===== src/hdl/khsi_pkg.sv =====
// Shared types and constants for the kinematic heading and speed integrator.
`default_nettype none
package khsi_pkg;
  localparam logic [2:0] MODE_STOPPED = 3'd0;
  localparam logic [2:0] MODE_TURNING = 3'd1;
  localparam logic [2:0] MODE_ACCEL   = 3'd2;
  localparam logic [2:0] MODE_DECEL   = 3'd3;
  localparam logic [2:0] MODE_MOVING  = 3'd4;

  localparam int CORDIC_ITERS = 28;
  localparam int CORDIC_FRAC  = 30;
  localparam logic signed [33:0] CORDIC_GAIN = 34'sd652032874;

  localparam logic [2:0] REG_SPEED_LIMIT   = 3'd0;
  localparam logic [2:0] REG_SPEED_STEP    = 3'd1;
  localparam logic [2:0] REG_TIME_STEP     = 3'd2;
  localparam logic [2:0] REG_START_X       = 3'd3;
  localparam logic [2:0] REG_START_Y       = 3'd4;
  localparam logic [2:0] REG_START_HEADING = 3'd5;

  typedef struct packed {
    logic load;      // capture the input transaction
    logic trig_init; // set up the CORDIC from the new heading
    logic trig_step; // one CORDIC rotation
    logic mul_v;     // v = speed * time_step
    logic mul_x;     // cos * v
    logic mul_y;     // sin * v
    logic commit;    // update positions, elapsed and the output record
  } khsi_cmd_t;

  typedef struct packed {
    logic restart;
    logic trig_done;
  } khsi_sts_t;

  function automatic logic [33:0] atan_lut(input logic [4:0] i);
    logic [33:0] r;
    case (i)
      5'd0:  r = 34'h020000000; 5'd1:  r = 34'h012E4051E;
      5'd2:  r = 34'h009FB385B; 5'd3:  r = 34'h0051111D4;
      5'd4:  r = 34'h0028B0D43; 5'd5:  r = 34'h00145D7E1;
      5'd6:  r = 34'h000A2F61E; 5'd7:  r = 34'h000517C55;
      5'd8:  r = 34'h00028BE53; 5'd9:  r = 34'h000145F2F;
      5'd10: r = 34'h0000A2F98; 5'd11: r = 34'h0000517CC;
      5'd12: r = 34'h000028BE6; 5'd13: r = 34'h0000145F3;
      5'd14: r = 34'h00000A2FA; 5'd15: r = 34'h00000517D;
      5'd16: r = 34'h0000028BE; 5'd17: r = 34'h00000145F;
      5'd18: r = 34'h000000A30; 5'd19: r = 34'h000000518;
      5'd20: r = 34'h00000028C; 5'd21: r = 34'h000000146;
      5'd22: r = 34'h0000000A3; 5'd23: r = 34'h000000051;
      5'd24: r = 34'h000000029; 5'd25: r = 34'h000000014;
      5'd26: r = 34'h00000000A; 5'd27: r = 34'h000000005;
      default: r = 34'h0;
    endcase
    return r;
  endfunction
endpackage
`default_nettype wire


===== src/hdl/khsi_ctrl.sv =====
// Sequencer that steps the datapath through one tick.
`default_nettype none
module khsi_ctrl (
  input  wire logic clk,
  input  wire logic rst_n,
  input  wire logic in_valid,
  output logic      in_ready,
  output logic      out_valid,
  input  wire logic out_ready,
  input  khsi_pkg::khsi_sts_t sts,
  output khsi_pkg::khsi_cmd_t cmd
);
  import khsi_pkg::*;

  localparam logic [2:0] S_IDLE = 3'd0;
  localparam logic [2:0] S_INIT = 3'd1;
  localparam logic [2:0] S_ROT  = 3'd2;
  localparam logic [2:0] S_MULV = 3'd3;
  localparam logic [2:0] S_MULX = 3'd4;
  localparam logic [2:0] S_MULY = 3'd5;
  localparam logic [2:0] S_DONE = 3'd6;

  logic [2:0] state_r, state_nxt;
  logic       ovalid_r, ovalid_nxt;
  logic       take;

  assign in_ready  = (state_r == S_IDLE);
  assign out_valid = ovalid_r;
  assign take      = in_valid && in_ready;

  always_comb begin
    state_nxt  = state_r;
    ovalid_nxt = ovalid_r;
    cmd        = '0;
    if (ovalid_r && out_ready) ovalid_nxt = 1'b0;
    unique case (state_r)
      S_IDLE: begin
        if (take) begin
          cmd.load  = 1'b1;
          state_nxt = S_INIT;
        end
      end
      S_INIT: begin
        if (sts.restart) begin
          state_nxt = S_DONE;
        end else begin
          cmd.trig_init = 1'b1;
          state_nxt     = S_ROT;
        end
      end
      S_ROT: begin
        cmd.trig_step = 1'b1;
        cmd.mul_v     = 1'b1;
        if (sts.trig_done) state_nxt = S_MULX;
      end
      S_MULV: state_nxt = S_MULX;
      S_MULX: begin
        cmd.mul_x = 1'b1;
        state_nxt = S_MULY;
      end
      S_MULY: begin
        cmd.mul_y = 1'b1;
        state_nxt = S_DONE;
      end
      S_DONE: begin
        // The output register must be free before the record is written.
        if (!ovalid_r || out_ready) begin
          cmd.commit = 1'b1;
          ovalid_nxt = 1'b1;
          state_nxt  = S_IDLE;
        end
      end
      default: state_nxt = S_IDLE;
    endcase
  end

  always_ff @(posedge clk) begin
    if (!rst_n) begin
      state_r  <= S_IDLE;
      ovalid_r <= 1'b0;
    end else begin
      state_r  <= state_nxt;
      ovalid_r <= ovalid_nxt;
    end
  end
endmodule
`default_nettype wire


===== src/hdl/khsi_dp.sv =====
// Datapath: vehicle state, CORDIC rotator, shared multiplier and output record.
`default_nettype none
module khsi_dp #(
  parameter int TRIG_BITS = 16
) (
  input  wire logic        clk,
  input  wire logic        rst_n,
  input  khsi_pkg::khsi_cmd_t cmd,
  output khsi_pkg::khsi_sts_t sts,
  input  wire logic        in_restart,
  input  wire logic        in_has_command,
  input  wire logic [2:0]  in_mode,
  input  wire logic signed [15:0] in_turn_rate,
  input  wire logic [23:0] speed_limit,
  input  wire logic [23:0] speed_step,
  input  wire logic [15:0] time_step,
  input  wire logic [31:0] start_x,
  input  wire logic [31:0] start_y,
  input  wire logic [15:0] start_heading,
  output logic signed [31:0] out_pos_x,
  output logic signed [31:0] out_pos_y,
  output logic [23:0]      out_speed_now,
  output logic [15:0]      out_heading_now,
  output logic [2:0]       out_mode_now,
  output logic [31:0]      out_elapsed
);
  import khsi_pkg::*;

  localparam int SH = CORDIC_FRAC - TRIG_BITS;
  localparam int TW = TRIG_BITS + 2;
  // Per-tick displacement v is at most 2^24, so 26 signed bits hold it.
  localparam int VW = 26;

  logic [31:0] px_r, py_r, elapsed_r;
  logic [23:0] speed_r;
  logic [15:0] heading_r;
  logic [2:0]  mode_r;
  logic signed [15:0] turn_r;
  logic        restart_r;

  logic signed [33:0] cx_r, cy_r, cz_r;
  logic [4:0]  it_r;
  logic        flip_r;
  logic signed [VW-1:0] v_r;
  logic signed [31:0] dx_r, dy_r;

  logic [2:0]  m_eff;
  logic signed [15:0] tr_eff;
  logic signed [32:0] hprod;
  logic [15:0] head_new;
  logic [24:0] acc_sum;
  logic [23:0] speed_new;
  logic [31:0] ang, angf;
  logic        flip;
  logic signed [33:0] sx, sy, fx, fy;
  logic signed [TW-1:0] cos_q, sin_q;
  logic signed [40:0] vprod;
  logic signed [TW+VW-1:0] pprod;
  logic signed [TW+VW-1:0] pround;
  logic [32:0] esum;

  assign sts.restart   = restart_r;
  assign sts.trig_done = (it_r == 5'(CORDIC_ITERS - 1));

  always_comb begin
    m_eff  = mode_r;
    tr_eff = turn_r;
    if (in_has_command) begin
      m_eff  = (in_mode <= MODE_MOVING) ? in_mode : MODE_STOPPED;
      tr_eff = in_turn_rate;
    end
    hprod     = tr_eff * $signed({1'b0, time_step}) + 33'sd32768;
    head_new  = heading_r;
    speed_new = speed_r;
    acc_sum   = {1'b0, speed_r} + {1'b0, speed_step};
    case (m_eff) inside
      MODE_TURNING, MODE_MOVING: head_new = heading_r + hprod[31:16];
      MODE_ACCEL: speed_new = (acc_sum > {1'b0, speed_limit}) ? speed_limit : acc_sum[23:0];
      MODE_DECEL: speed_new = (speed_r < speed_step) ? 24'd0 : speed_r - speed_step;
      default: ;
    endcase
  end

  // CORDIC setup folds the half plane around 90..270 degrees.
  always_comb begin
    ang  = {heading_r, 16'd0};
    flip = ((ang - 32'h4000_0000) < 32'h8000_0000);
    angf = flip ? ang - 32'h8000_0000 : ang;
  end

  always_comb begin
    sx = cx_r >>> it_r;
    sy = cy_r >>> it_r;
    fx = flip_r ? -cx_r : cx_r;
    fy = flip_r ? -cy_r : cy_r;
  end

  // Round half up to Q1.TRIG_BITS.
  logic signed [33:0] rc, rs;
  always_comb begin
    rc    = fx + (34'sd1 <<< (SH - 1));
    rs    = fy + (34'sd1 <<< (SH - 1));
    cos_q = TW'(rc >>> SH);
    sin_q = TW'(rs >>> SH);
  end

  assign vprod = $signed({17'd0, speed_r}) * $signed({25'd0, time_step});

  // One multiplier shared by the cos and sin terms.
  always_comb begin
    pprod  = (cmd.mul_x ? cos_q : sin_q) * v_r;
    pround = (pprod + ((TW+VW)'(1) <<< (TRIG_BITS - 1))) >>> TRIG_BITS;
  end

  assign esum = {1'b0, elapsed_r} + {17'd0, time_step};

  always_ff @(posedge clk) begin
    if (!rst_n) begin
      px_r      <= 32'd0;
      py_r      <= 32'd0;
      speed_r   <= 24'd655360;
      heading_r <= 16'd0;
      mode_r    <= MODE_MOVING;
      turn_r    <= 16'sd0;
      elapsed_r <= 32'd0;
      restart_r <= 1'b0;
      it_r      <= 5'd0;
    end else begin
      if (cmd.load) begin
        restart_r <= in_restart;
        if (in_restart) begin
          px_r      <= start_x;
          py_r      <= start_y;
          heading_r <= start_heading;
          speed_r   <= speed_limit;
          mode_r    <= MODE_MOVING;
          elapsed_r <= 32'd0;
        end else begin
          mode_r    <= m_eff;
          turn_r    <= tr_eff;
          heading_r <= head_new;
          speed_r   <= speed_new;
        end
      end
      if (cmd.trig_init) it_r <= 5'd0;
      else if (cmd.trig_step) it_r <= it_r + 5'd1;
      if (cmd.commit && !restart_r) begin
        px_r      <= px_r + dx_r;
        py_r      <= py_r + dy_r;
        elapsed_r <= esum[32] ? 32'hFFFF_FFFF : esum[31:0];
      end
    end
  end

  always_ff @(posedge clk) begin
    if (cmd.trig_init) begin
      cx_r   <= CORDIC_GAIN;
      cy_r   <= 34'sd0;
      cz_r   <= $signed({{2{angf[31]}}, angf});
      flip_r <= flip;
    end else if (cmd.trig_step) begin
      if (!cz_r[33]) begin
        cx_r <= cx_r - sy;
        cy_r <= cy_r + sx;
        cz_r <= cz_r - $signed(atan_lut(it_r));
      end else begin
        cx_r <= cx_r + sy;
        cy_r <= cy_r - sx;
        cz_r <= cz_r + $signed(atan_lut(it_r));
      end
    end
    if (cmd.mul_v) v_r <= VW'((vprod + 41'sd32768) >>> 16);
    if (cmd.mul_x) dx_r <= pround[31:0];
    if (cmd.mul_y) dy_r <= pround[31:0];
    if (cmd.commit) begin
      out_pos_x       <= restart_r ? px_r : px_r + dx_r;
      out_pos_y       <= restart_r ? py_r : py_r + dy_r;
      out_speed_now   <= speed_r;
      out_heading_now <= heading_r;
      out_mode_now    <= mode_r;
      out_elapsed     <= restart_r ? 32'd0 : (esum[32] ? 32'hFFFF_FFFF : esum[31:0]);
    end
  end
endmodule
`default_nettype wire


===== src/hdl/kinematic_heading_speed_integrator_core.sv =====
// Top level: configuration registers, sequencer and datapath.
//
//  channel   direction  handshake           payload
//  in_*      input      in_valid/in_ready   restart, has_command, mode, turn_rate
//  out_*     output     out_valid/out_ready pos_x, pos_y, speed_now, heading_now,
//                                           mode_now, elapsed
//  cfg_*     input      APB access phase    six registers at 4*i
//
// A stepping tick runs the CORDIC setup, the 28 CORDIC rotations done one per cycle,
// two shared multiplies and commit; a restart tick goes straight to commit.
// rst_n is synchronous; it restores the register and state reset values.
// The result sits in an output register; a new transaction is taken once the
// previous record is committed, so a stalled output delays at most one tick.
`default_nettype none
module kinematic_heading_speed_integrator_core #(
  parameter int TRIG_BITS = 16
) (
  input  wire logic        clk,
  input  wire logic        rst_n,
  input  wire logic        in_valid,
  output logic             in_ready,
  input  wire logic        in_restart,
  input  wire logic        in_has_command,
  input  wire logic [2:0]  in_mode,
  input  wire logic signed [15:0] in_turn_rate,
  output logic             out_valid,
  input  wire logic        out_ready,
  output logic signed [31:0] out_pos_x,
  output logic signed [31:0] out_pos_y,
  output logic [23:0]      out_speed_now,
  output logic [15:0]      out_heading_now,
  output logic [2:0]       out_mode_now,
  output logic [31:0]      out_elapsed,
  input  wire logic        cfg_psel,
  input  wire logic        cfg_penable,
  input  wire logic        cfg_pwrite,
  input  wire logic [4:0]  cfg_paddr,
  input  wire logic [31:0] cfg_pwdata,
  output logic [31:0]      cfg_prdata,
  output logic             cfg_pready
);
  import khsi_pkg::*;

  logic [23:0] speed_limit_r, speed_step_r;
  logic [15:0] time_step_r, start_heading_r;
  logic [31:0] start_x_r, start_y_r;
  logic [2:0]  reg_idx;
  logic        wr;

  khsi_cmd_t cmd;
  khsi_sts_t sts;

  assign cfg_pready = 1'b1;
  assign reg_idx    = cfg_paddr[4:2];
  assign wr         = cfg_psel && cfg_penable && cfg_pwrite;

  always_ff @(posedge clk) begin
    if (!rst_n) begin
      speed_limit_r   <= 24'd655360;
      speed_step_r    <= 24'd655;
      time_step_r     <= 16'd655;
      start_x_r       <= 32'd0;
      start_y_r       <= 32'd0;
      start_heading_r <= 16'd0;
    end else if (wr) begin
      case (reg_idx)
        REG_SPEED_LIMIT:   speed_limit_r   <= cfg_pwdata[23:0];
        REG_SPEED_STEP:    speed_step_r    <= cfg_pwdata[23:0];
        REG_TIME_STEP:     time_step_r     <= cfg_pwdata[15:0];
        REG_START_X:       start_x_r       <= cfg_pwdata;
        REG_START_Y:       start_y_r       <= cfg_pwdata;
        REG_START_HEADING: start_heading_r <= cfg_pwdata[15:0];
        default: ;
      endcase
    end
  end

  always_comb begin
    unique case (reg_idx)
      REG_SPEED_LIMIT:   cfg_prdata = {8'd0, speed_limit_r};
      REG_SPEED_STEP:    cfg_prdata = {8'd0, speed_step_r};
      REG_TIME_STEP:     cfg_prdata = {16'd0, time_step_r};
      REG_START_X:       cfg_prdata = start_x_r;
      REG_START_Y:       cfg_prdata = start_y_r;
      REG_START_HEADING: cfg_prdata = {16'd0, start_heading_r};
      default:           cfg_prdata = 32'd0;
    endcase
  end

  khsi_ctrl u_ctrl (
    .clk, .rst_n, .in_valid, .in_ready, .out_valid, .out_ready,
    .sts(sts), .cmd(cmd)
  );

  khsi_dp #(.TRIG_BITS(TRIG_BITS)) u_dp (
    .clk, .rst_n, .cmd(cmd), .sts(sts),
    .in_restart, .in_has_command, .in_mode, .in_turn_rate,
    .speed_limit(speed_limit_r), .speed_step(speed_step_r),
    .time_step(time_step_r), .start_x(start_x_r), .start_y(start_y_r),
    .start_heading(start_heading_r),
    .out_pos_x, .out_pos_y, .out_speed_now, .out_heading_now,
    .out_mode_now, .out_elapsed
  );
endmodule
`default_nettype wire


===== config.mk =====
export PLATFORM = sky130hd
export DESIGN_NAME = kinematic_heading_speed_integrator_core
export DESIGN_NICKNAME = d
export VERILOG_FILES = /design/src/hdl/khsi_pkg.sv /design/src/hdl/khsi_ctrl.sv /design/src/hdl/khsi_dp.sv /design/src/hdl/kinematic_heading_speed_integrator_core.sv
export SDC_FILE = /design/constraint.sdc
export NUM_CORES = 2
export LEC_CHECK = 0
export BUFFER_PORTS_ARGS = -buffer_cell sky130_fd_sc_hd__buf_2
export CAP_MARGIN = 20
export CORE_ASPECT_RATIO = 0.7
export CORE_MARGIN = 4
export CORE_UTILIZATION = 48
export CTS_BUF_LIST = sky130_fd_sc_hd__clkbuf_16
export DETAILED_ROUTE_END_ITERATION = 8
export PLACE_DENSITY = 0.66
export SKIP_LAST_GASP = 1
export SLEW_MARGIN = 20
export SYNTH_ARGS = -nofsm -noshare
export SYNTH_HDL_FRONTEND = slang
export SYNTH_HIERARCHICAL = 1
export SYNTH_SLANG_ARGS = --single-unit

===== constraint.sdc =====
create_clock -name clk -period 11.2 [get_ports clk]
set_input_delay 2.24 -clock clk [delete_from_list [all_inputs] [get_ports clk]]
set_output_delay 2.24 -clock clk [all_outputs]
set_load 0.03 [all_outputs]

==> results.py <==
metrics = {
    "layout": {
        "area_growth_syn_to_layout_pct": 7.94,
        "drive_gt1_frac": 0.0960,
        "multiInputGateArea_mm2": 0.0620,
        "filler_cell_count": 15900,
        "largestRegisters": "u_dp/cx_r (34), u_dp/cy_r (34), u_dp/cz_r (34)",
        "regArea_mm2": 0.0158,
        "finalNonFillerCells": 11800,
        "layout.nets": 11100,
    },
    "drt": {
        "drt-met1-wl_um": 121000,
        "route.final.wire_length_um": 269000,
        "vias": 68800,
        "met3_wirelength_um": 29500,
        "wl_per_cell_um": 22.8,
        "route.met2.wl_um": 110000,
        "via_per_inst": 5.82,
        "route.antenna.remaining_nets": 0,
        "drt_pass1_iterations": 7,
        "drcViolationCount": 0,
        "topRoutingLayerUsed": "met4",
        "detailedRoute.firstIterationViolations": 7331,
    },
    "clock_network": {
        "quantity_of_hold_fixing_buffers_added_after_cts": 0,
        "cts_inserted_buffers": 78,
        "cts_root_buffer": "sky130_fd_sc_hd__clkbuf_16",
        "clkTransAtPathRegs_ps": 60,
        "clockBufferDepth": 3,
        "clkSinkCount": 662,
        "cts.htree.levels": 3,
        "clock_latency_ps": 720,
        "clock_tree_from_tritoncts": "built",
    },
    "synthesis": {
        "netlist_area_mm2": 0.0846,
        "synth_warnings": 6,
        "async_reset_ff_frac": 0,
        "synth_nets": 11100,
        "seq_area_frac_synth": 0.187,
        "post_synth.cell_area_avg_um2": 9.02,
        "yosys_cell_types": 108,
        "synth_top_flop_cell": "sky130_fd_sc_hd__dfxtp_1",
        "synth-edff-count": 255,
        "register_bit_count_reported_by_yosys": 662,
        "number_of_instances_in_the_synthesized_netlist": 9381,
    },
    "placement": {
        "port_buffers": 235,
        "place_congestion": 0.957,
        "placed_cells": 11700,
        "place_hpwl_um": 209000,
    },
    "timing": {
        "finalClockSkew_ps": 45.9,
        "max_freq_mhz": 93.5,
        "timing_worst_slew_pin_value_ps": 1110,
        "layout_worst_path_cycle_share": 0.955,
        "slew_headroom": 0.259,
        "layout_min_cycle_time_ps": 10700,
        "maxSlewViolCount": 0,
        "number_of_endpoints_failing_setup_at_the_final_stage": 0,
        "endpoints_failing_hold": 0,
    },
    "die": {
        "die-area_mm2": 0.183,
        "die_height_um": 359,
        "io_pins": 239,
        "die-width_um": 510,
        "start_util": 0.485,
        "placeableCoreArea_mm2": 0.175,
        "core.rowCount": 128,
    },
    "critical_path": {
        "reg2reg_from": "u_dp/cx_r[6]",
        "critical_path.startpoint_type": "register",
        "worst_r2r_endpoint": "u_dp/dy_r[26]",
        "r2r.worst_path.cells": 38,
        "critical-path-max-stage-delay_ps": 670,
        "slowest_stage": "sky130_fd_sc_hd__or4_1",
        "setup.worst_path.end_class": "register",
        "r2r_setup_slack_ps": 500,
        "critPathArrivalTime_ps": 11150,
        "critPathMostFrequentCell": "sky130_fd_sc_hd__fa_1",
        "worstSetupPathType": "register to register",
        "required_ps": 11650,
        "critical_path_peak_fanout": 14,
    },
    "hold_path": {
        "min-delay-path-class": "register to register",
        "hold_end": "u_dp/elapsed_r[2]",
        "holdPathStages": 2,
        "holdCritStartpoint": "u_dp/elapsed_r[2]",
    },
    "grt": {
        "overflow": 0,
        "number_of_antenna_violations_at_the_first_check_in_global_routing": 12,
        "tot_gr_track_use": 0.291,
        "wire_length_of_the_first_global_routing_pass_um": 414000,
        "first_global_vias": 68300,
        "grt_start_max_net_pins": 95,
    },
    "run_status": {
        "outcome": "complete, no violations",
    },
    "run": {
        "timing.max_cap.violations": 0,
    },
}
[layout make-up]
| type | instances | share of cell area |
|---|---|---|
| Multi-Input combinational cell | 6904 | 0.679 |
| Sequential cell | 662 | 0.173 |
| Inverter | 1295 | 0.0532 |
| Timing Repair Buffer | 473 | 0.0333 |
| Tap cell | 2340 | 0.0321 |
| Clock buffer | 80 | 0.0219 |
| Clock inverter | 61 | 0.00714 |
| Antenna cell | 5 | 0.000137 |
[critical path, delay by kind of cell (launching register included)]
family	cells	cell delay [ps]
xor+xnor	3	420
compound gates	10	1820
fa+ha+maj	8	3970
buf+inv	9	1210
flops	1	390
simple gates	8	2620
[layout by cell type (no fill, tap or decap), types with 80 or more instances in the layout]
master	count
sky130_fd_sc_hd__inv_1	1298
sky130_fd_sc_hd__nand2_1	1131
sky130_fd_sc_hd__fa_1	1005
sky130_fd_sc_hd__ha_1	650
sky130_fd_sc_hd__nor2_1	462
sky130_fd_sc_hd__a21oi_1	408
sky130_fd_sc_hd__dfxtp_1	393
sky130_fd_sc_hd__and2_1	358
sky130_fd_sc_hd__o21ai_0	356
sky130_fd_sc_hd__mux2i_1	285
sky130_fd_sc_hd__xnor2_1	277
sky130_fd_sc_hd__edfxtp_1	255
sky130_fd_sc_hd__buf_2	233
sky130_fd_sc_hd__buf_4	232
sky130_fd_sc_hd__nor2b_1	187
sky130_fd_sc_hd__xor2_1	154
sky130_fd_sc_hd__a211oi_1	151
sky130_fd_sc_hd__a21o_1	141
sky130_fd_sc_hd__nand3_1	116
sky130_fd_sc_hd__mux4_2	103
sky130_fd_sc_hd__nand2b_1	96
sky130_fd_sc_hd__nor3_1	93
sky130_fd_sc_hd__and3_1	92
sky130_fd_sc_hd__mux2_2	81
sky130_fd_sc_hd__clkbuf_16	80
[cell families after synthesis]
group           after synthesis  synth area share
flops                       662             0.187
buf+inv                    1815            0.0833
other cells                   1         0.0000443
fa+ha+maj                  1655             0.334
xor+xnor                    450            0.0470
simple gates               2733             0.154
compound gates             1595             0.122
mux                         470            0.0721
[cell usage after synthesis (66+ instances only)]
cell type,count,share of area
sky130_fd_sc_hd__clkbuf_1,399,0.018
sky130_fd_sc_hd__edfxtp_1,255,0.091
sky130_fd_sc_hd__nor3_1,95,0.0056
sky130_fd_sc_hd__nor2_1,465,0.021
sky130_fd_sc_hd__and2_1,359,0.027
sky130_fd_sc_hd__xor2_1,162,0.017
sky130_fd_sc_hd__nand2b_1,96,0.0071
sky130_fd_sc_hd__nor2b_1,188,0.014
sky130_fd_sc_hd__mux2_2,81,0.011
sky130_fd_sc_hd__ha_1,650,0.096
sky130_fd_sc_hd__dfxtp_1,407,0.096
sky130_fd_sc_hd__a21oi_1,409,0.024
sky130_fd_sc_hd__inv_1,1288,0.057
sky130_fd_sc_hd__and3_1,92,0.0068
sky130_fd_sc_hd__a211oi_1,151,0.013
sky130_fd_sc_hd__nand3_1,116,0.0069
sky130_fd_sc_hd__xnor2_1,285,0.030
sky130_fd_sc_hd__mux2i_1,285,0.034
sky130_fd_sc_hd__a31oi_1,66,0.0049
sky130_fd_sc_hd__mux4_2,103,0.027
sky130_fd_sc_hd__fa_1,1005,0.24
sky130_fd_sc_hd__nand2_1,1132,0.050
sky130_fd_sc_hd__a21o_1,141,0.013
sky130_fd_sc_hd__o21ai_0,356,0.021
[layer usage]
| metal | global-route usage | vias up |
|---|---|---|
| li1 | - | 31100 |
| met1 | 0.435 | 34300 |
| met2 | 0.410 | 3082 |
| met3 | 0.0747 | 357 |
| met4 | 0.0853 | 0 |
| met5 | 0 | - |
[through the flow]
stage	setup WS, ps	area, µm²	TNS (ps)	utilization	hold slack [ps]
global route	-1.76	91300	-1.76	0.523	481
finish	499	91300	0	0.523	469
detailed placement	127	88500	0	0.507	449
floorplan	91.7	84600	0	-	424
global placement	198	88500	0	0.507	440
CTS	132	91200	0	0.522	467
[how the worst max path moves through the flow]
stage                     slack [ps]                  to  depth (start not counted)            from
after floorplan                   90  u_dp/heading_r[15]                         37  in_has_command
after global placement           200  u_dp/heading_r[15]                         34  in_has_command
after detailed placement         130  u_dp/heading_r[15]                         35  in_has_command
after CTS                        130       u_dp/dy_r[26]                         38    u_dp/cx_r[1]
after global routing              -2       u_dp/dx_r[16]                         38    u_dp/cx_r[1]
final                            500       u_dp/dy_r[26]                         38    u_dp/cx_r[6]
[repair_timing]
action,in CTS,in global routing
buffers inserted,0,2
resized for setup,0,13
endpoints found under the setup margin,0,30
Power is left out: the tool's default activity adds up to more than one toggle a clock period on the data nets, which glitch-free logic cannot reach.
